===== src/rtl/gdbd_pkg.sv =====
// gdbd_pkg: constants, widths and month tables for the gregorian day count unit
// used by gregorian_days_between_dates_unit and gdbd_checker; no dependencies
package gdbd_pkg;

  localparam int unsigned DAY_W       = 5;
  localparam int unsigned MONTH_W     = 4;
  localparam int unsigned YEAR_W      = 14;
  localparam int unsigned COUNT_W     = 22;
  localparam int unsigned IN_DATA_W   = 48;
  localparam int unsigned OUT_DATA_W  = 24;
  localparam int unsigned ADDR_W      = 3;
  localparam int unsigned APB_DATA_W  = 32;

  localparam int unsigned MAX_YEAR      = 9999;
  localparam int unsigned YEAR_OFFSET   = 399;
  localparam int unsigned DAYS_PER_YEAR = 365;
  localparam int unsigned MONTHS        = 12;
  localparam int unsigned MONTH_FEB     = 2;
  localparam int unsigned LEAP_DAY      = 29;
  localparam int unsigned CENTURY_DIV   = 25;

  // floor(x / 25) = (x * RECIP_25) >> RECIP_SHIFT for x below 4700
  localparam int unsigned RECIP_25    = 5243;
  localparam int unsigned RECIP_SHIFT = 17;

  localparam int unsigned SHIFTED_W = YEAR_W + 1;
  localparam int unsigned PROD_W    = 26;
  localparam int unsigned QUO_W     = PROD_W - RECIP_SHIFT;
  localparam int unsigned NUM_W     = 24;

  localparam logic [COUNT_W-1:0] COUNT_MAX = {COUNT_W{1'b1}};

  // register index of count_end_day
  localparam logic [0:0] REG_COUNT_END_DAY = 1'b0;

  function automatic logic [DAY_W-1:0] month_len(input logic [MONTH_W-1:0] m);
    logic [DAY_W-1:0] len;
    case (m)
      4'd1, 4'd3, 4'd5, 4'd7, 4'd8, 4'd10, 4'd12: len = 5'd31;
      4'd4, 4'd6, 4'd9, 4'd11:                    len = 5'd30;
      4'd2:                                       len = 5'd28;
      default:                                    len = 5'd0;
    endcase
    return len;
  endfunction

  function automatic logic [8:0] days_before(input logic [MONTH_W-1:0] m);
    logic [8:0] db;
    case (m)
      4'd1:    db = 9'd0;
      4'd2:    db = 9'd31;
      4'd3:    db = 9'd59;
      4'd4:    db = 9'd90;
      4'd5:    db = 9'd120;
      4'd6:    db = 9'd151;
      4'd7:    db = 9'd181;
      4'd8:    db = 9'd212;
      4'd9:    db = 9'd243;
      4'd10:   db = 9'd273;
      4'd11:   db = 9'd304;
      4'd12:   db = 9'd334;
      default: db = 9'd0;
    endcase
    return db;
  endfunction

endpackage


===== src/rtl/gregorian_days_between_dates_unit.sv =====
// gregorian_days_between_dates_unit: five-stage pipeline for the day count between two dates
// depends on gdbd_pkg
//
// One date pair enters per clock while s_axis_tready is high, and its result leaves from
// stage five; the pipeline holds up to five pairs, and m_axis_tready low while a result
// waits freezes every stage at once. Each date becomes a serial day number in closed form:
// the divisions by 100 and 400 are 13-bit reciprocal multiplies in stage two, leap and
// validity come out in stage three, the day number is summed in stage four, and the
// difference plus count_end_day is registered in stage five. A date with a zero day or
// month, a month above 12, a year above 9999 or a day past its month's end gives
// date_invalid with a count of 0.
module gregorian_days_between_dates_unit (
  input  logic                                clk,
  input  logic                                rst,
  input  logic                                s_axis_tvalid,
  output logic                                s_axis_tready,
  // start_day, start_month, start_year, end_day, end_month, end_year, 2 zero bits
  input  logic [gdbd_pkg::IN_DATA_W-1:0]      s_axis_tdata,
  output logic                                m_axis_tvalid,
  input  logic                                m_axis_tready,
  // day_count, 2 zero bits
  output logic [gdbd_pkg::OUT_DATA_W-1:0]     m_axis_tdata,
  // date_invalid
  output logic                                m_axis_tuser,
  input  logic                                psel,
  input  logic                                penable,
  input  logic                                pwrite,
  input  logic [gdbd_pkg::ADDR_W-1:0]         paddr,
  input  logic [gdbd_pkg::APB_DATA_W-1:0]     pwdata,
  output logic [gdbd_pkg::APB_DATA_W-1:0]     prdata,
  output logic                                pready
);

  localparam int unsigned DW = gdbd_pkg::DAY_W;
  localparam int unsigned MW = gdbd_pkg::MONTH_W;
  localparam int unsigned YW = gdbd_pkg::YEAR_W;
  localparam int unsigned PW = gdbd_pkg::SHIFTED_W;
  localparam int unsigned XW = gdbd_pkg::PROD_W;
  localparam int unsigned QW = gdbd_pkg::QUO_W;
  localparam int unsigned NW = gdbd_pkg::NUM_W;
  localparam int unsigned CW = gdbd_pkg::COUNT_W;

  logic count_end_day;
  logic adv;
  logic v1, v2, v3, v4, v5;

  logic [DW-1:0] din_d [2];
  logic [MW-1:0] din_m [2];
  logic [YW-1:0] din_y [2];

  // stage 1
  logic [PW-1:0] p1 [2];
  logic [YW-1:0] y1 [2];
  logic [MW-1:0] m1 [2];
  logic [DW-1:0] d1 [2];
  logic          rng_ok1 [2];
  logic          len_ok1 [2];
  logic          feb29_1 [2];

  // stage 2
  logic [XW-1:0] prod_p100 [2];
  logic [XW-1:0] prod_p400 [2];
  logic [XW-1:0] prod_y100 [2];
  logic [XW-1:0] prod_y400 [2];
  logic [NW-1:0] p365_2 [2];
  logic [PW-1:0] p2 [2];
  logic [YW-1:0] y2 [2];
  logic [MW-1:0] m2 [2];
  logic [DW-1:0] d2 [2];
  logic          rng_ok2 [2];
  logic          len_ok2 [2];
  logic          feb29_2 [2];

  // stage 3
  logic [NW-1:0] na3 [2];
  logic [MW-1:0] m3 [2];
  logic [DW-1:0] d3 [2];
  logic          leap3 [2];
  logic          ok3 [2];
  logic [NW-1:0] na3_next [2];
  logic          leap3_next [2];
  logic          ok3_next [2];

  // stage 4
  logic [NW-1:0] n4 [2];
  logic [NW-1:0] n4_next [2];
  logic          ok4;

  // stage 5
  logic [CW-1:0] count5;
  logic          invalid5;
  logic [NW-1:0] diff;
  logic [NW-1:0] total;
  logic [CW-1:0] count5_next;

  assign adv           = !v5 || m_axis_tready;
  assign s_axis_tready = adv;
  assign m_axis_tvalid = v5;
  assign m_axis_tdata  = {{(gdbd_pkg::OUT_DATA_W - CW){1'b0}}, count5};
  assign m_axis_tuser  = invalid5;
  assign pready        = 1'b1;
  assign prdata        = (paddr[2] == gdbd_pkg::REG_COUNT_END_DAY) ?
                         {{(gdbd_pkg::APB_DATA_W - 1){1'b0}}, count_end_day} : '0;

  assign din_d[0] = s_axis_tdata[4:0];
  assign din_m[0] = s_axis_tdata[8:5];
  assign din_y[0] = s_axis_tdata[22:9];
  assign din_d[1] = s_axis_tdata[27:23];
  assign din_m[1] = s_axis_tdata[31:28];
  assign din_y[1] = s_axis_tdata[45:32];

  always_ff @(posedge clk) begin
    if (rst) begin
      count_end_day <= 1'b1;
    end else if (psel && penable && pwrite && pready &&
                 paddr[2] == gdbd_pkg::REG_COUNT_END_DAY) begin
      count_end_day <= pwdata[0];
    end
  end

  always_ff @(posedge clk) begin
    if (rst) begin
      v1 <= 1'b0;
      v2 <= 1'b0;
      v3 <= 1'b0;
      v4 <= 1'b0;
      v5 <= 1'b0;
    end else if (adv) begin
      v1 <= s_axis_tvalid;
      v2 <= v1;
      v3 <= v2;
      v4 <= v3;
      v5 <= v4;
    end
  end

  // stage 3 combinational: quotients, leap year, validity, partial day number
  always_comb begin
    logic [QW-1:0] q_p100;
    logic [QW-1:0] q_p400;
    logic [QW-1:0] q_y100;
    logic [QW-1:0] q_y400;
    logic [YW-3:0] y_div4;
    logic [YW-3:0] y_div16;
    for (int i = 0; i < 2; i++) begin
      q_p100  = prod_p100[i][XW-1:gdbd_pkg::RECIP_SHIFT];
      q_p400  = prod_p400[i][XW-1:gdbd_pkg::RECIP_SHIFT];
      q_y100  = prod_y100[i][XW-1:gdbd_pkg::RECIP_SHIFT];
      q_y400  = prod_y400[i][XW-1:gdbd_pkg::RECIP_SHIFT];
      y_div4  = y2[i][YW-1:2];
      y_div16 = (YW-2)'(y2[i][YW-1:4]);
      leap3_next[i] =
        (y2[i][1:0] == 2'b00 &&
         y_div4 != (YW-2)'(q_y100) * (YW-2)'(gdbd_pkg::CENTURY_DIV)) ||
        (y2[i][3:0] == 4'b0000 &&
         y_div16 == (YW-2)'(q_y400) * (YW-2)'(gdbd_pkg::CENTURY_DIV));
      ok3_next[i] = rng_ok2[i] && (len_ok2[i] || (feb29_2[i] && leap3_next[i]));
      na3_next[i] = p365_2[i] + NW'(p2[i][PW-1:2]) - NW'(q_p100) + NW'(q_p400);
    end
  end

  // stage 4 combinational: month offset, leap day, day of month
  always_comb begin
    for (int i = 0; i < 2; i++) begin
      n4_next[i] = na3[i] + NW'(gdbd_pkg::days_before(m3[i])) +
                   NW'(m3[i] > MW'(gdbd_pkg::MONTH_FEB) && leap3[i]) + NW'(d3[i]);
    end
  end

  // stage 5 combinational: difference (zero if the end date precedes the start), end day, saturation, zero if invalid
  always_comb begin
    diff  = (n4[1] > n4[0]) ? (n4[1] - n4[0]) : '0;
    total = diff + NW'(count_end_day);
    if (!ok4) begin
      count5_next = '0;
    end else if (total > NW'(gdbd_pkg::COUNT_MAX)) begin
      count5_next = gdbd_pkg::COUNT_MAX;
    end else begin
      count5_next = total[CW-1:0];
    end
  end

  always_ff @(posedge clk) begin
    if (adv) begin
      for (int i = 0; i < 2; i++) begin
        // stage 1
        p1[i]      <= PW'(din_y[i]) + PW'(gdbd_pkg::YEAR_OFFSET);
        y1[i]      <= din_y[i];
        m1[i]      <= din_m[i];
        d1[i]      <= din_d[i];
        rng_ok1[i] <= din_m[i] != '0 && din_m[i] <= MW'(gdbd_pkg::MONTHS) &&
                      din_d[i] != '0 && din_y[i] <= YW'(gdbd_pkg::MAX_YEAR);
        len_ok1[i] <= din_d[i] <= gdbd_pkg::month_len(din_m[i]);
        feb29_1[i] <= din_m[i] == MW'(gdbd_pkg::MONTH_FEB) &&
                      din_d[i] == DW'(gdbd_pkg::LEAP_DAY);
        // stage 2
        prod_p100[i] <= XW'(p1[i][PW-1:2]) * XW'(gdbd_pkg::RECIP_25);
        prod_p400[i] <= XW'(p1[i][PW-1:4]) * XW'(gdbd_pkg::RECIP_25);
        prod_y100[i] <= XW'(y1[i][YW-1:2]) * XW'(gdbd_pkg::RECIP_25);
        prod_y400[i] <= XW'(y1[i][YW-1:4]) * XW'(gdbd_pkg::RECIP_25);
        p365_2[i]    <= NW'(p1[i]) * NW'(gdbd_pkg::DAYS_PER_YEAR);
        p2[i]        <= p1[i];
        y2[i]        <= y1[i];
        m2[i]        <= m1[i];
        d2[i]        <= d1[i];
        rng_ok2[i]   <= rng_ok1[i];
        len_ok2[i]   <= len_ok1[i];
        feb29_2[i]   <= feb29_1[i];
        // stage 3
        na3[i]   <= na3_next[i];
        m3[i]    <= m2[i];
        d3[i]    <= d2[i];
        leap3[i] <= leap3_next[i];
        ok3[i]   <= ok3_next[i];
        // stage 4
        n4[i] <= n4_next[i];
      end
      ok4      <= ok3[0] && ok3[1];
      // stage 5
      count5   <= count5_next;
      invalid5 <= !ok4;
    end
  end

endmodule


===== config.mk =====
export PLATFORM = sky130hd
export DESIGN_NAME = gregorian_days_between_dates_unit
export DESIGN_NICKNAME = d
export VERILOG_FILES = /design/src/rtl/gdbd_pkg.sv /design/src/rtl/gregorian_days_between_dates_unit.sv
export SDC_FILE = /design/constraint.sdc
export NUM_CORES = 2
export LEC_CHECK = 0
export BUFFER_PORTS_ARGS = -buffer_cell sky130_fd_sc_hd__buf_4
export CAP_MARGIN = 20
export CORE_UTILIZATION = 65
export CTS_BUF_LIST = sky130_fd_sc_hd__clkbuf_16
export CTS_CLUSTER_SIZE = 25
export DETAILED_ROUTE_END_ITERATION = 16
export GPL_ROUTABILITY_DRIVEN = 0
export GPL_TIMING_DRIVEN = 0
export PLACE_DENSITY = 0.83
export SLEW_MARGIN = 20
export SYNTH_ARGS = -nofsm -noshare
export SYNTH_HDL_FRONTEND = slang
export SYNTH_SLANG_ARGS = --single-unit

===== constraint.sdc =====
create_clock -name clk -period 32.5 [get_ports clk]
set_clock_uncertainty 0.15 [all_clocks]
set_input_delay 3.25 -clock clk [delete_from_list [all_inputs] [get_ports clk]]
set_output_delay 3.25 -clock clk [all_outputs]
set_load 0.02 [all_outputs]

Yosys cells after proc, flatten, opt, wreduce, memory -nomap -nowiden
Memory sizes are Yosys's and may differ from the RTL's.
Cells that the tools add are included.
Operators by class
  bitwise operators: 1
  muxes and demuxes: 7
  multipliers: 14
  order comparisons: 10
  eq/ne operators: 8
  reductions and logical operators: 37
  add/subtract/negate cells: 16
Operators with widths (number)
  adder 24 x 9 -> 24 bit: 4
  adder 24 x 1 -> 24 bit: 3
  multiplier 13 x 13 -> 26 bit (second input constant): 2
  multiplier 12 x 13 -> 25 bit (second input constant): 2
  adder 24 x 13 -> 24 bit: 2
  adder 24 x 5 -> 24 bit: 2
  multiplier 11 x 13 -> 24 bit (second input constant): 2
  multiplier 15 x 9 -> 24 bit (second input constant): 2
  multiplier 9 x 5 -> 12 bit (second input constant): 4
  subtractor 24 x 9 -> 24 bit: 2
  multiplier 10 x 13 -> 23 bit (second input constant): 2
  adder 14 x 9 -> 15 bit (second input constant): 2
  less-or-equal comparator 14 bit (second input constant): 2
  == test 10 x 12 -> 1 bit: 2
  > comparator 24 x 22 -> 1 bit (second input constant): 1
  > comparator 24 bit: 1
  two-way mux 24 bit: 1
  inequality test 12 bit: 2
  subtractor 24 bit: 1
  logical AND 1 bit: 22
  two-way mux 22 bit: 1
  == test 5 bit (second input constant): 2
  less-or-equal comparator 5 bit: 2
  two-way mux 5 bit: 2
  other kinds (11): 25
Word-level totals
  word-level logic and storage cells: 131
  output and inout bits: 60
  bits in read-only memories: 448
  memory bits (writable): 526
  flip-flop bits (word level): 30
  memories kept: 29
Memories
  (no name shown): depth 16, width 9, read ports 1, clocked after memory_dff 0, write ports 0, line gdbd_pkg.sv:49  | case (m)
  (no name shown): depth 16, width 9, read ports 1, clocked after memory_dff 0, write ports 0, line gdbd_pkg.sv:49
  (no name shown): depth 16, width 5, read ports 1, clocked after memory_dff 0, write ports 0, line gdbd_pkg.sv:38  | case (m)
  (no name shown): depth 16, width 5, read ports 1, clocked after memory_dff 0, write ports 0, line gdbd_pkg.sv:38
  prod_p100: depth 2, width 26, read ports 2, clocked after memory_dff 0, write ports 2, line gregorian_days_between_dates_unit.sv:61  | logic [XW-1:0] prod_p100 [2];
  prod_y100: depth 2, width 25, read ports 2, clocked after memory_dff 0, write ports 2, line gregorian_days_between_dates_unit.sv:63  | logic [XW-1:0] prod_y100 [2];
  23 more memories

Depth between registers and ports, before layout
An unclocked memory read counts as a cell.
  depth in word-level cells: 8
  mapped depth: 22
  gate-level depth less buffers: 22

Worst setup path before layout
Ideal clock, no wire load.
  path kind: input port to output port
  start point: in m_axis_tready
  end point: out s_axis_tready
  data arrival time: 14.762 ns
  stages on the path: 2
  slack: 14.338 ns
  required time: 29.100 ns
  path through: nand2b_1 > clkbuf_1
Between the ends
  word-level cells in the longest chain between the ends: 1
Ends and longest elaborated chain
  start: declaration: line gregorian_days_between_dates_unit.sv:20  | input logic m_axis_tready,
  logical OR 1 bit: line gregorian_days_between_dates_unit.sv:96  | assign adv = !v5 || m_axis_tready;
  end: declaration: line gregorian_days_between_dates_unit.sv:16  | output logic s_axis_tready,
Every way passes these cells.

Final worst setup path
Ends and elaborated chain as after synthesis.

==> results.yml <==
outcome:
  status: "completed"
clock_tree:
  ctsHoldBuffers: 0
  cts-root-buf: "clkbuf_16"
  cts_sinks: 416
  htree_levels: 2
  cts_tree: "yes"
  cts_buffer_depth: 3
  post_cts_resized: 0
  clk_latency_ps: 600
  cts_setup_buffers: 0
  cts_buffers: 46
  clk_pin_slew_ps: 60
job:
  drv_cap: 0
logic_synthesis:
  yosys_warnings: 0
  synth_seq_cells: 416
  syn_area_per_cell_um2: 10.8
  postSynthCellCount: 4187
  synth_edf_count: 410
  syn_area_mm2: 0.0453
  yosysSeqAreaShare_pct: 27.5
  async_reset_ff_share_pct: 0
  ys_types: 83
  synthFlopType: "edfxtp_1"
setup_path:
  r2r_slack_ps: 25820
  r2r_cells: 18
  cp_top_family: "buffers and inverters"
  crit_slowest_cell: "clkbuf_4"
  crit_required_ps: 29100
  crit_chain: "buf_4, nand2b_1, clkbuf_4, buf_4"
  path_depth: 4
  cp-startpoint: "m_axis_tready"
  endpoint: "s_axis_tready"
  end_kind: "output port"
  cp_slowest_stage_delay_ps: 320
  critPathMostFrequentCell: "buf_4"
  r2r_start: "p1[0][28]"
  crit_fanout: 31
  critPathBufInv: 3
  critPathLaunchType: "input port"
  cp_data_arrival_time_ps: 4070
  crit_type: "input port to output port"
  reg2reg_to: "prod_p100[0][51]"
global_route:
  gr-usage-met2_pct: 47.3
  grt_pass1_vias: 31300
  grt_antenna_before_repair: 2
  grt_usage_pct: 26.7
  grt_pass1_wl_um: 151000
  use_met3_pct: 4.62
  grt_most_used_layer: "met2"
  grt_overflow_total: 0
  grt_max_degree: 61
  use_met1_pct: 33.2
sta:
  fin_setup_tns_ps: 0
  grt_setup_unrepaired: "false"
  setup_viol: 0
  slew_headroom_pct: 44.1
  final_max_slew_viol_count: 0
  hold_violations: 0
  final_period_minus_worst_setup_slack_ps: 7470
  worst_slew_pin_slew_ps: 839
  setup_ws_ps: 25030
  clock.fmax_mhz: 134
  post-route-period-util_pct: 23.0
  fin_hold_ws_ps: 264
finish:
  final_cell_mix: "inv_1 (995), ha_1 (842), fa_1 (445), edfxtp_1 (410), xnor2_1 (189)"
  final_nets: 5732
  area_growth_pct: 7.87
  final_common_cell: "inv_1"
  final_util_pct: 71.1
  drive_above_1_share_pct: 5.42
route:
  ant_nets: 0
  viasPerCell: 5.56
  wl_per_cell_um: 17.1
  drc: 0
  wl_um: 90900
  via_count: 29600
  firstDrtPassIters: 6
  drt_first_iter_violations: 1666
floorplanning:
  start_util_pct: 65.9
  die-area_mm2: 0.0707
  num_io_pins: 150
  die_h_um: 266
  die_x_um: 266
  coreArea_mm2: 0.0687
  rows: 96
hold_path:
  worstHoldStart: "m1[0][5]"
  min_path_type: "register to register"
place:
  port_buffers: 80
  pre_cts_ws_ps: 25020
  dpl.hpwl_um: 75000
[how the worst min path moves through the flow]
stage,cells past startpoint,endpoint
detailed placement,0,m2[0][5]
global route,0,d3[0][9]
floorplan,0,d2[0][0]
finish,0,m2[0][5]
CTS,0,d3[0][6]
global placement,0,feb29_2[0][1]
[synth_stat cells, drive strengths merged, types with 26 or more instances]
| cell type | count | share of area, % |
|---|---|---|
| inv | 986 | 8.2 |
| ha | 842 | 23 |
| fa | 445 | 20 |
| edfxtp | 410 | 27 |
| xnor2 | 190 | 3.7 |
| nor2 | 165 | 1.4 |
| a21oi | 127 | 1.4 |
| nand2 | 120 | 1.0 |
| xor2 | 92 | 1.8 |
| o21ai | 88 | 0.97 |
| a21o | 57 | 0.95 |
| nand3 | 56 | 0.62 |
| nor3 | 54 | 0.60 |
| o21a | 46 | 0.76 |
| buf | 43 | 0.69 |
| nor2b | 42 | 0.58 |
| nand2b | 29 | 0.40 |
| a211oi | 26 | 0.44 |
| or3 | 26 | 0.36 |
[state kept, by name, summed over array words and instances (netlist names), 8 cells and up]
name	cells
n4	48
na3	48
p365_2	44
p1	30
p2	30
y1	28
y2	28
count5	22
prod_p100	18
prod_y100	16
prod_p400	14
prod_y400	12
d1	10
d2	10
d3	10
m1	8
m2	8
m3	8
[metal layers]
metal	up-vias	wire length, um	part of all wire [%]
li1	14200	-	-
met1	14300	37200	41
met2	829	45400	50
met3	188	5590	6.1
met4	0	2770	3.0
met5	-	0	0
[area by class of cell]
class                           instances  area (um2)
Multi-Input combinational cell       2756       28900
Fill cell                            4628       19900
Sequential cell                       416       12400
Inverter                              986        3700
Tap cell                              931        1160
Clock buffer                           46        1150
Timing Repair Buffer                   88         798
Buffer                                 61         385
Clock inverter                         35         320
Antenna cell                            1        2.50
[through the flow]
stage,cell area (um2),std cells
final,48800,5320
after global routing,48800,5319
after CTS,48800,5319
after detailed placement,47400,5238
after global placement,47200,5230
after floorplan,45400,4219
[worst register-to-register path, delay by kind of cell, from the launching register on]
family                   cells  cell delay [ps]
adder cells (fa/ha/maj)      6             2750
AO/OA/AOI/OAI                9             2520
flip-flops                   1              770
buffers and inverters        2              200
XOR/XNOR                     1               80
[kinds of logic after synthesis]
group	share of synthesized area, %
adder cells (fa/ha/maj)	43.0
buffers and inverters	9.02
AND/OR/NAND/NOR	6.99
AO/OA/AOI/OAI	7.61
flip-flops	27.5
XOR/XNOR	5.47
multiplexers	0.481
other	0.0166
Power is left out: the tool's default activity adds up to more than one toggle a clock period on the data nets, which glitch-free logic cannot reach.
